File: src/rtl/bpr_pkg.sv
package bpr_pkg;

   localparam int unsigned PAT_BYTES = 16;

   typedef logic [7:0]  byte_type;
   typedef logic [4:0]  len_type;
   typedef logic [3:0]  bidx_type;
   typedef logic [15:0] cnt_type;
   typedef logic [63:0] csr_data_type;
   typedef logic [2:0]  csr_index_type;

   // register indexes of the configuration port
   localparam csr_index_type CSR_PATTERN_LOW      = 3'd0;
   localparam csr_index_type CSR_PATTERN_HIGH     = 3'd1;
   localparam csr_index_type CSR_REPLACEMENT_LOW  = 3'd2;
   localparam csr_index_type CSR_REPLACEMENT_HIGH = 3'd3;
   localparam csr_index_type CSR_PATTERN_LENGTH   = 3'd4;
   localparam csr_index_type CSR_REPLACE_LIMIT    = 3'd5;

   typedef struct packed {
      byte_type data_byte;
      logic     buffer_end;
   } bpr_req_type;

   typedef struct packed {
      byte_type out_byte;
      logic     was_replaced;
      logic     run_end;
      logic     buffer_done;
      cnt_type  replace_count;
   } bpr_rsp_type;

   // one input word's worth of results: window bytes first, then replacement bytes
   typedef struct packed {
      logic     last;
      len_type  win_cnt;
      bidx_type win_pos;
      len_type  rep_cnt;
      cnt_type  count;
   } bpr_run_type;

endpackage

File: src/rtl/bpr_cell.sv
module bpr_cell #(
   parameter int unsigned IDX = 0
) (
   input  logic              clock,
   input  logic              shift_en,
   input  bpr_pkg::byte_type shift_in,
   input  bpr_pkg::len_type  pat_len,
   input  bpr_pkg::byte_type pattern [bpr_pkg::PAT_BYTES],
   output bpr_pkg::byte_type q,
   output logic              hit
);

   localparam bpr_pkg::len_type POS = bpr_pkg::len_type'(IDX + 1);

   bpr_pkg::byte_type byte_ff;
   bpr_pkg::byte_type byte_in;
   bpr_pkg::len_type  sel;

   // cell IDX holds the byte IDX places behind the newest, so it lines up
   // with pattern byte pat_len-1-IDX; cells past the pattern always agree
   assign sel     = pat_len - POS;
   assign hit     = (pat_len < POS) || (shift_in == pattern[sel[3:0]]);
   assign byte_in = shift_en ? shift_in : byte_ff;
   assign q       = byte_ff;

   always_ff @(posedge clock) begin
      byte_ff <= byte_in;
   end

endmodule

File: src/rtl/bpr_window.sv
module bpr_window #(
   parameter int unsigned MAX_PATTERN = 16
) (
   input  logic                 clock,
   input  logic                 reset,
   input  logic                 accept,
   input  bpr_pkg::bpr_req_type req,
   input  bpr_pkg::len_type     pat_len,
   input  bpr_pkg::cnt_type     replace_limit,
   input  bpr_pkg::byte_type    pattern [bpr_pkg::PAT_BYTES],
   output logic                 run_valid,
   output bpr_pkg::bpr_run_type run,
   output bpr_pkg::byte_type    snap [MAX_PATTERN]
);

   localparam int unsigned FILL_W = (MAX_PATTERN > 1) ? $clog2(MAX_PATTERN) : 1;

   bpr_pkg::byte_type chain [MAX_PATTERN];
   bpr_pkg::byte_type q     [MAX_PATTERN];
   logic [MAX_PATTERN-1:0] hit;

   logic [FILL_W-1:0] fill_ff, fill_in;
   bpr_pkg::cnt_type  cnt_ff, cnt_in;

   bpr_pkg::len_type fill_p1;
   bpr_pkg::len_type keep;
   bpr_pkg::len_type win_cnt;
   bpr_pkg::len_type rep_cnt;
   bpr_pkg::cnt_type cnt_inc;
   logic             full;
   logic             allowed;
   logic             do_rep;

   for (genvar k = 0; k < MAX_PATTERN; k++) begin : g_cell
      if (k == 0) begin : g_head
         assign chain[k] = req.data_byte;
      end else begin : g_link
         assign chain[k] = q[k-1];
      end
      bpr_cell #(.IDX(k)) u_cell (
         .clock    (clock),
         .shift_en (accept),
         .shift_in (chain[k]),
         .pat_len  (pat_len),
         .pattern  (pattern),
         .q        (q[k]),
         .hit      (hit[k])
      );
   end

   assign snap = chain;

   always_comb begin
      fill_p1 = bpr_pkg::len_type'(fill_ff) + 5'd1;
      full    = (pat_len != 5'd0) && (fill_p1 >= pat_len);
      allowed = (replace_limit == 16'd0) || (cnt_ff < replace_limit);
      do_rep  = full && (&hit) && allowed;
      cnt_inc = (do_rep && (cnt_ff != 16'hFFFF)) ? cnt_ff + 16'd1 : cnt_ff;

      // bytes left in the window when nothing is replaced
      if (pat_len == 5'd0) begin
         keep = 5'd0;
      end else if (full) begin
         keep = pat_len - 5'd1;
      end else begin
         keep = fill_p1;
      end

      rep_cnt = 5'd0;
      if (do_rep) begin
         win_cnt = fill_p1 - pat_len;
         rep_cnt = pat_len;
         keep    = 5'd0;
      end else if (req.buffer_end) begin
         // flush the whole window
         win_cnt = fill_p1;
         keep    = 5'd0;
      end else begin
         win_cnt = fill_p1 - keep;
      end

      run.last    = req.buffer_end;
      run.win_cnt = win_cnt;
      run.win_pos = bpr_pkg::bidx_type'(fill_p1 - 5'd1);
      run.rep_cnt = rep_cnt;
      run.count   = cnt_inc;
      run_valid   = accept && ((win_cnt != 5'd0) || do_rep);

      fill_in = accept ? keep[FILL_W-1:0] : fill_ff;
      cnt_in  = cnt_ff;
      if (accept) begin
         cnt_in = req.buffer_end ? 16'd0 : cnt_inc;
      end
   end

   always_ff @(posedge clock) begin
      if (reset) begin
         fill_ff <= '0;
         cnt_ff  <= '0;
      end else begin
         fill_ff <= fill_in;
         cnt_ff  <= cnt_in;
      end
   end

endmodule

File: src/rtl/bpr_drain.sv
module bpr_drain #(
   parameter int unsigned MAX_PATTERN = 16
) (
   input  logic                 clock,
   input  logic                 reset,
   input  logic                 run_valid,
   input  bpr_pkg::bpr_run_type run,
   input  bpr_pkg::byte_type    snap [MAX_PATTERN],
   input  bpr_pkg::byte_type    replacement [bpr_pkg::PAT_BYTES],
   input  logic                 rsp_ready,
   output logic                 rsp_valid,
   output bpr_pkg::bpr_rsp_type rsp_data,
   output logic                 pend_full
);

   localparam int unsigned IW = (MAX_PATTERN > 1) ? $clog2(MAX_PATTERN) : 1;

   logic                 head_valid_ff, head_valid_in;
   bpr_pkg::bpr_run_type head_ff, head_in;
   bpr_pkg::byte_type    head_bytes_ff [MAX_PATTERN];
   bpr_pkg::byte_type    head_bytes_in [MAX_PATTERN];
   bpr_pkg::bidx_type    rep_idx_ff, rep_idx_in;

   logic                 pend_valid_ff, pend_valid_in;
   bpr_pkg::bpr_run_type pend_ff, pend_in;
   bpr_pkg::byte_type    pend_bytes_ff [MAX_PATTERN];
   bpr_pkg::byte_type    pend_bytes_in [MAX_PATTERN];

   logic       from_win;
   logic [5:0] remain;
   logic       run_end;
   logic       pop;
   logic       head_free;

   always_comb begin
      from_win  = head_ff.win_cnt != 5'd0;
      remain    = {1'b0, head_ff.win_cnt} + {1'b0, head_ff.rep_cnt};
      run_end   = remain == 6'd1;
      pop       = head_valid_ff && rsp_ready;
      head_free = !head_valid_ff || (pop && run_end);

      head_valid_in = head_valid_ff;
      head_in       = head_ff;
      head_bytes_in = head_bytes_ff;
      rep_idx_in    = rep_idx_ff;
      pend_valid_in = pend_valid_ff;
      pend_in       = pend_ff;
      pend_bytes_in = pend_bytes_ff;

      if (head_free) begin
         rep_idx_in = 4'd0;
         if (pend_valid_ff) begin
            // advance the waiting run; the input side is stalled meanwhile
            head_valid_in = 1'b1;
            head_in       = pend_ff;
            head_bytes_in = pend_bytes_ff;
            pend_valid_in = run_valid;
            pend_in       = run;
            pend_bytes_in = snap;
         end else begin
            head_valid_in = run_valid;
            head_in       = run;
            head_bytes_in = snap;
         end
      end else begin
         if (pop) begin
            if (from_win) begin
               head_in.win_cnt = head_ff.win_cnt - 5'd1;
               head_in.win_pos = head_ff.win_pos - 4'd1;
            end else begin
               head_in.rep_cnt = head_ff.rep_cnt - 5'd1;
               rep_idx_in      = rep_idx_ff + 4'd1;
            end
         end
         if (run_valid) begin
            pend_valid_in = 1'b1;
            pend_in       = run;
            pend_bytes_in = snap;
         end
      end
   end

   always_comb begin
      rsp_valid              = head_valid_ff;
      rsp_data.out_byte      = from_win ? head_bytes_ff[head_ff.win_pos[IW-1:0]]
                                        : replacement[rep_idx_ff];
      rsp_data.was_replaced  = !from_win;
      rsp_data.run_end       = run_end;
      rsp_data.buffer_done   = run_end && head_ff.last;
      rsp_data.replace_count = head_ff.count;
      pend_full              = pend_valid_ff;
   end

   always_ff @(posedge clock) begin
      if (reset) begin
         head_valid_ff <= 1'b0;
         pend_valid_ff <= 1'b0;
      end else begin
         head_valid_ff <= head_valid_in;
         pend_valid_ff <= pend_valid_in;
      end
   end

   always_ff @(posedge clock) begin
      head_ff       <= head_in;
      head_bytes_ff <= head_bytes_in;
      rep_idx_ff    <= rep_idx_in;
      pend_ff       <= pend_in;
      pend_bytes_ff <= pend_bytes_in;
   end

endmodule

File: src/rtl/byte_pattern_replace_core.sv
// The first result of an accepted word is registered into the head run, or into the waiting
//   run while the head is busy, before it shows on rsp. req takes one word per cycle unless
//   stalled; rsp moves one result per cycle while rsp_ready is high, one byte wide.
// The req side stalls only while one finished run waits behind the one being sent.
// Reset clears the configuration registers, window fill, replace count and run queue;
//   the window byte cells are not cleared.
module byte_pattern_replace_core #(
   parameter int unsigned MAX_PATTERN = 16
) (
   input  logic                     clock,
   input  logic                     reset,
   input  logic                     req_valid,
   output logic                     req_ready,
   input  bpr_pkg::bpr_req_type     req_data,
   output logic                     rsp_valid,
   input  logic                     rsp_ready,
   output bpr_pkg::bpr_rsp_type     rsp_data,
   input  logic                     csr_write_en,
   input  bpr_pkg::csr_index_type   csr_index,
   input  bpr_pkg::csr_data_type    csr_write_data
);

   bpr_pkg::csr_data_type pattern_low_ff;
   bpr_pkg::csr_data_type pattern_high_ff;
   bpr_pkg::csr_data_type replacement_low_ff;
   bpr_pkg::csr_data_type replacement_high_ff;
   bpr_pkg::len_type      pattern_length_ff;
   bpr_pkg::cnt_type      replace_limit_ff;

   bpr_pkg::byte_type    pattern     [bpr_pkg::PAT_BYTES];
   bpr_pkg::byte_type    replacement [bpr_pkg::PAT_BYTES];
   bpr_pkg::len_type     pat_len;
   logic                 accept;
   logic                 run_valid;
   bpr_pkg::bpr_run_type run;
   bpr_pkg::byte_type    snap [MAX_PATTERN];
   logic                 pend_full;

   always_ff @(posedge clock) begin
      if (reset) begin
         pattern_low_ff      <= '0;
         pattern_high_ff     <= '0;
         replacement_low_ff  <= '0;
         replacement_high_ff <= '0;
         pattern_length_ff   <= '0;
         replace_limit_ff    <= '0;
      end else if (csr_write_en) begin
         unique case (csr_index)
            bpr_pkg::CSR_PATTERN_LOW:      pattern_low_ff      <= csr_write_data;
            bpr_pkg::CSR_PATTERN_HIGH:     pattern_high_ff     <= csr_write_data;
            bpr_pkg::CSR_REPLACEMENT_LOW:  replacement_low_ff  <= csr_write_data;
            bpr_pkg::CSR_REPLACEMENT_HIGH: replacement_high_ff <= csr_write_data;
            bpr_pkg::CSR_PATTERN_LENGTH:   pattern_length_ff   <= csr_write_data[4:0];
            bpr_pkg::CSR_REPLACE_LIMIT:    replace_limit_ff    <= csr_write_data[15:0];
            default: begin
               // drop writes to unused indexes
            end
         endcase
      end
   end

   always_comb begin
      for (int i = 0; i < 8; i++) begin
         pattern[i]       = pattern_low_ff[8*i +: 8];
         pattern[i+8]     = pattern_high_ff[8*i +: 8];
         replacement[i]   = replacement_low_ff[8*i +: 8];
         replacement[i+8] = replacement_high_ff[8*i +: 8];
      end
      pat_len = (pattern_length_ff > bpr_pkg::len_type'(MAX_PATTERN))
              ? bpr_pkg::len_type'(MAX_PATTERN) : pattern_length_ff;
   end

   assign req_ready = !pend_full;
   assign accept    = req_valid && req_ready;

   bpr_window #(.MAX_PATTERN(MAX_PATTERN)) u_window (
      .clock         (clock),
      .reset         (reset),
      .accept        (accept),
      .req           (req_data),
      .pat_len       (pat_len),
      .replace_limit (replace_limit_ff),
      .pattern       (pattern),
      .run_valid     (run_valid),
      .run           (run),
      .snap          (snap)
   );

   bpr_drain #(.MAX_PATTERN(MAX_PATTERN)) u_drain (
      .clock       (clock),
      .reset       (reset),
      .run_valid   (run_valid),
      .run         (run),
      .snap        (snap),
      .replacement (replacement),
      .rsp_ready   (rsp_ready),
      .rsp_valid   (rsp_valid),
      .rsp_data    (rsp_data),
      .pend_full   (pend_full)
   );

   a_run_from_accept: assert property (@(posedge clock) disable iff (reset)
      run_valid |-> accept)
      else $error("run issued without an accepted word");

   a_run_size: assert property (@(posedge clock) disable iff (reset)
      run_valid |-> ((({1'b0, run.win_cnt} + {1'b0, run.rep_cnt}) != 6'd0) &&
                     (({1'b0, run.win_cnt} + {1'b0, run.rep_cnt}) <= 6'(MAX_PATTERN))))
      else $error("run length out of range");

   a_stall_means_busy: assert property (@(posedge clock) disable iff (reset)
      !req_ready |-> rsp_valid)
      else $error("input stalled with output idle");

   a_replaced_counted: assert property (@(posedge clock) disable iff (reset)
      (rsp_valid && rsp_data.was_replaced) |-> (rsp_data.replace_count != 16'd0))
      else $error("replacement byte with zero replace count");

endmodule

File: config.mk
export PLATFORM = sky130hd
export DESIGN_NAME = byte_pattern_replace_core
export DESIGN_NICKNAME = d
export VERILOG_FILES = /design/src/rtl/bpr_pkg.sv /design/src/rtl/bpr_cell.sv /design/src/rtl/bpr_window.sv /design/src/rtl/bpr_drain.sv /design/src/rtl/byte_pattern_replace_core.sv
export SDC_FILE = /design/constraint.sdc
export NUM_CORES = 2
export LEC_CHECK = 0
export BUFFER_PORTS_ARGS = -buffer_cell sky130_fd_sc_hd__buf_2
export CAP_MARGIN = 30
export CORE_MARGIN = 2
export CORE_UTILIZATION = 45
export DETAILED_ROUTE_END_ITERATION = 6
export HOLD_SLACK_MARGIN = 0.08
export PLACE_DENSITY = 0.68
export SETUP_SLACK_MARGIN = 0.3
export SLEW_MARGIN = 20
export SYNTH_ARGS = -nofsm -noshare
export SYNTH_HDL_FRONTEND = slang
export SYNTH_SLANG_ARGS = --single-unit
File: constraint.sdc
create_clock -name clock -period 42.9 [get_ports clock]
set_input_delay 8.58 -clock clock [delete_from_list [all_inputs] [get_ports clock]]
set_output_delay 8.58 -clock clock [all_outputs]
set_load 0.02 [all_outputs]
==> flow_summary.toml <==
[floorplanning]
dieArea_um2 = 96950
io_pins = 110
fp.dieW_um = 311.4
die_h_um = 311.4
initial_core_util_pct = 45.48
rows = 112
coreArea_um2 = 93470

[grt]
grt.total_usage_pct = 30.24
antenna_found_initial = 5
grt_pass1_vias = 31650
grt_max_degree = 131
grt_pass1_wl_mm = 219.2
grt_overflow = 0

[placed_design]
port_buffers = 109
place_ws_ns = 28.83
gp_congestion = 1.016
dp_cells = 5232
hpwl_mm = 109.1

[sta]
finalHoldViolCount = 0
setup_tns_ns = 0
drv_slew = 0
finClkSkew_ns = 0.03029
setup_ws_ns = 29.67
fin_crit_sh_pct = 30.84
tightest_slew_ns = 1.132
min_period_ns = 13.23
rsz0062_at_grt = "no"
max_freq_mhz = 75.59
setup_viol = 0
relSlewSlack_pct = 24.51

[route]
ant_nets = 0
drt_first_pass_iters = 6
drt-total-wl_mm = 150.3
drc = 0
vias = 34310
wl_per_cell_um = 27.94
via_per_inst = 6.378
drt_iter0_drc = 4345

[flow_run]
drv_cap = 0

[synth]
synth_flop_cell = "edfxtp_1"
synth_fp_nets = 4256
synthTopCellsByArea = "edfxtp_1 (31%), dfxtp_1 (14%), mux4_2 (7.2%)"
yosysWarnings = 0
synthCells = 4137
yosys-top-cells-count = "nand2_1 (724), edfxtp_1 (438), a21oi_1 (382), dfxtp_1 (303), mux2i_1 (231)"
ys_seq_area_share_pct = 45.21
async_flop_share_pct = 0
syn_avg_cell_area_um2 = 10.28
netlist.top_cell.by_area = "edfxtp_1"
yosysMostFrequentCell = "nand2_1"
ys_ff_latch = 741
synth_edf_count = 438
synth_top_area_share_pct = 30.94
ys_types = 108
synth_area_um2 = 42510

[status]
status = "finished clean"

[power_and_ir_drop]
ir_drop_mv = 0.03514
power.total_w = 0.001778
leakage_nw = 15.57
power_density_nw_per_um2 = 38.48

[setup_path]
worst_ep_required_time_ns = 43.21
path_cells = "buf_2 > inv_1 > nor3_1 > a32oi_1 > nand4_1 > a2111oi_2 > and4_1 > o21ai_0 > or4_1 > nor3_1 > buf_4 > o211ai_1 > o21ai_4 > buf_4 > buf_4 > buf_16"
r2r_end = "u_drain.pend_bytes_ff[124]"
rr_worst_depth = 20
r2r-start = "pattern_length_ff[4]"
crit_path_frequent_cell = "buf_4"
critPathLaunch = "req_data[4]"
startpoint_type = "input pin"
cp_num_buf_inv = 6
path_class = "input pin to register"
cpPeakStageDelay_ns = 0.80
crit_path_end = "u_drain.pend_bytes_ff[124]"
slowest_stage = "buf_4"
rrSetupSlack_ns = 33.84
cp.arrival_ns = 13.54
worstPathMaxFanout = 67
worst-path-stages = 16
cp-end-kind = "register"
critPathTopFamily = "buffers and inverters"

[clock_tree]
clock_path_buffers = 3
cts_tree = "built"
clock_latency_ns = 0.66
cts_sinks = 741
cts_htree_levels = 3
cts.repair.resized = 0
path_clk_slew_ns = 0.06
cts_buffers = 76
post-cts-setup-buffers = 0
hold_buffers = 0
cts_root_buf = "clkbuf_16"

[layout]
final_nets = 4180
regArea_um2 = 19240
drive_above_1_share_pct = 16.12
areaGrowthSynthToFinish_pct = 8.656
multiInputGateArea_um2 = 21500
stdcell_count = 5379
fillCellCount = 8535

[worst_hold_path]
hold_class = "register to register"
min_from = "replacement_low_ff[19]"
stage by stage:
stage	hold slack, ns	area [um2]	util (%)
final	0.4539	46190	49.42
after floorplan	0.4331	42510	-
after CTS	0.4531	46100	49.32
after global routing	0.4680	46190	49.41
after global placement	0.4386	43640	46.69
after detailed placement	0.4450	43660	46.71
power breakdown:
part | switching, W | internal [W]
sequential | 0.0000438 | 0.000816
combinational | 0.000164 | 0.000105
clock | 0.000284 | 0.000366
worst min path at each step:
stage	slack, ns	cells after the start	end
after floorplan	0.43	2	replacement_high_ff[16]
after global placement	0.44	2	replacement_low_ff[4]
after detailed placement	0.44	2	replacement_high_ff[60]
after CTS	0.45	2	replacement_high_ff[60]
after global routing	0.47	2	replacement_low_ff[11]
final	0.45	2	replacement_low_ff[19]
layer usage:
metal	global-route usage, %	vias up	part of all wire [%]
met5	0	-	0
met2	43.06	1825	42
li1	-	15290	-
met3	5.424	315	9.9
met1	44.02	16870	43
met4	15.06	0	5.3
cells by family after synthesis:
group                    share of synthesized area (%)
AO/OA/AOI/OAI                                    14.96
XOR/XNOR                                         3.149
adder cells (fa/ha/maj)                          1.224
buffers and inverters                            4.429
flip-flops                                       45.21
multiplexers                                     17.21
AND/OR/NAND/NOR                                  13.82
sequential cells by signal, summed over array words and instances, names as in the netlist:
signal,flops
u_drain.rsp_data,16
u_drain.pend_full,1
u_drain.pend_ff,31
u_drain.head_bytes_ff,128
u_window.cnt_ff,16
u_window.fill_ff,4
u_drain.rsp_valid,1
u_drain.rep_idx_ff,4
replace_limit_ff,16
pattern_length_ff,5
u_drain.pend_bytes_ff,128
u_window.g_cell.u_cell.q,120
replacement_low_ff,64
u_drain.head_ff,15
pattern_high_ff,64
pattern_low_ff,64
replacement_high_ff,64
worst min-delay path, cell delays in order, from the launching register on:
cell and delay, ns:
dfxtp_1 0.31, nand2_1 0.05, a21oi_1 0.05
cell type report:
| type | count | share of cell area (%) |
|---|---|---|
| antenna | 5 | 0.02709 |
| clock buffer | 102 | 4.551 |
| clock inverter | 35 | 0.7368 |
| inverter | 75 | 0.6311 |
| multi-input combinational | 2986 | 46.54 |
| sequential | 741 | 41.64 |
| tap | 1254 | 3.397 |
| timing repair buffer | 181 | 2.476 |
cells in the final DEF, fill, tap and decap left out, drive strengths merged, types with 13 or more instances in the layout:
master	instances
nor3	66
edfxtp	438
or3	34
o211a	20
a2bb2oi	24
or4	13
a21oi	385
clkinv	31
nand2b	27
nand3	64
clkbuf	104
o221ai	22
inv	74
dfxtp	303
nor2	150
a211o	21
a211oi	44
nand4	31
ha	36
and2	16
a31oi	34
nand2	724
mux2i	232
buf	179
mux4	136
o22ai	45
a221oi	17
nor4	36
a22oi	19
mux2	171
and3	33
a21o	20
o21ai	122
xor2	60
o2111ai	13
xnor2	92
or2	16
nor2b	22
o21a	19
o211ai	38
(Power assumes the default switching activity.)
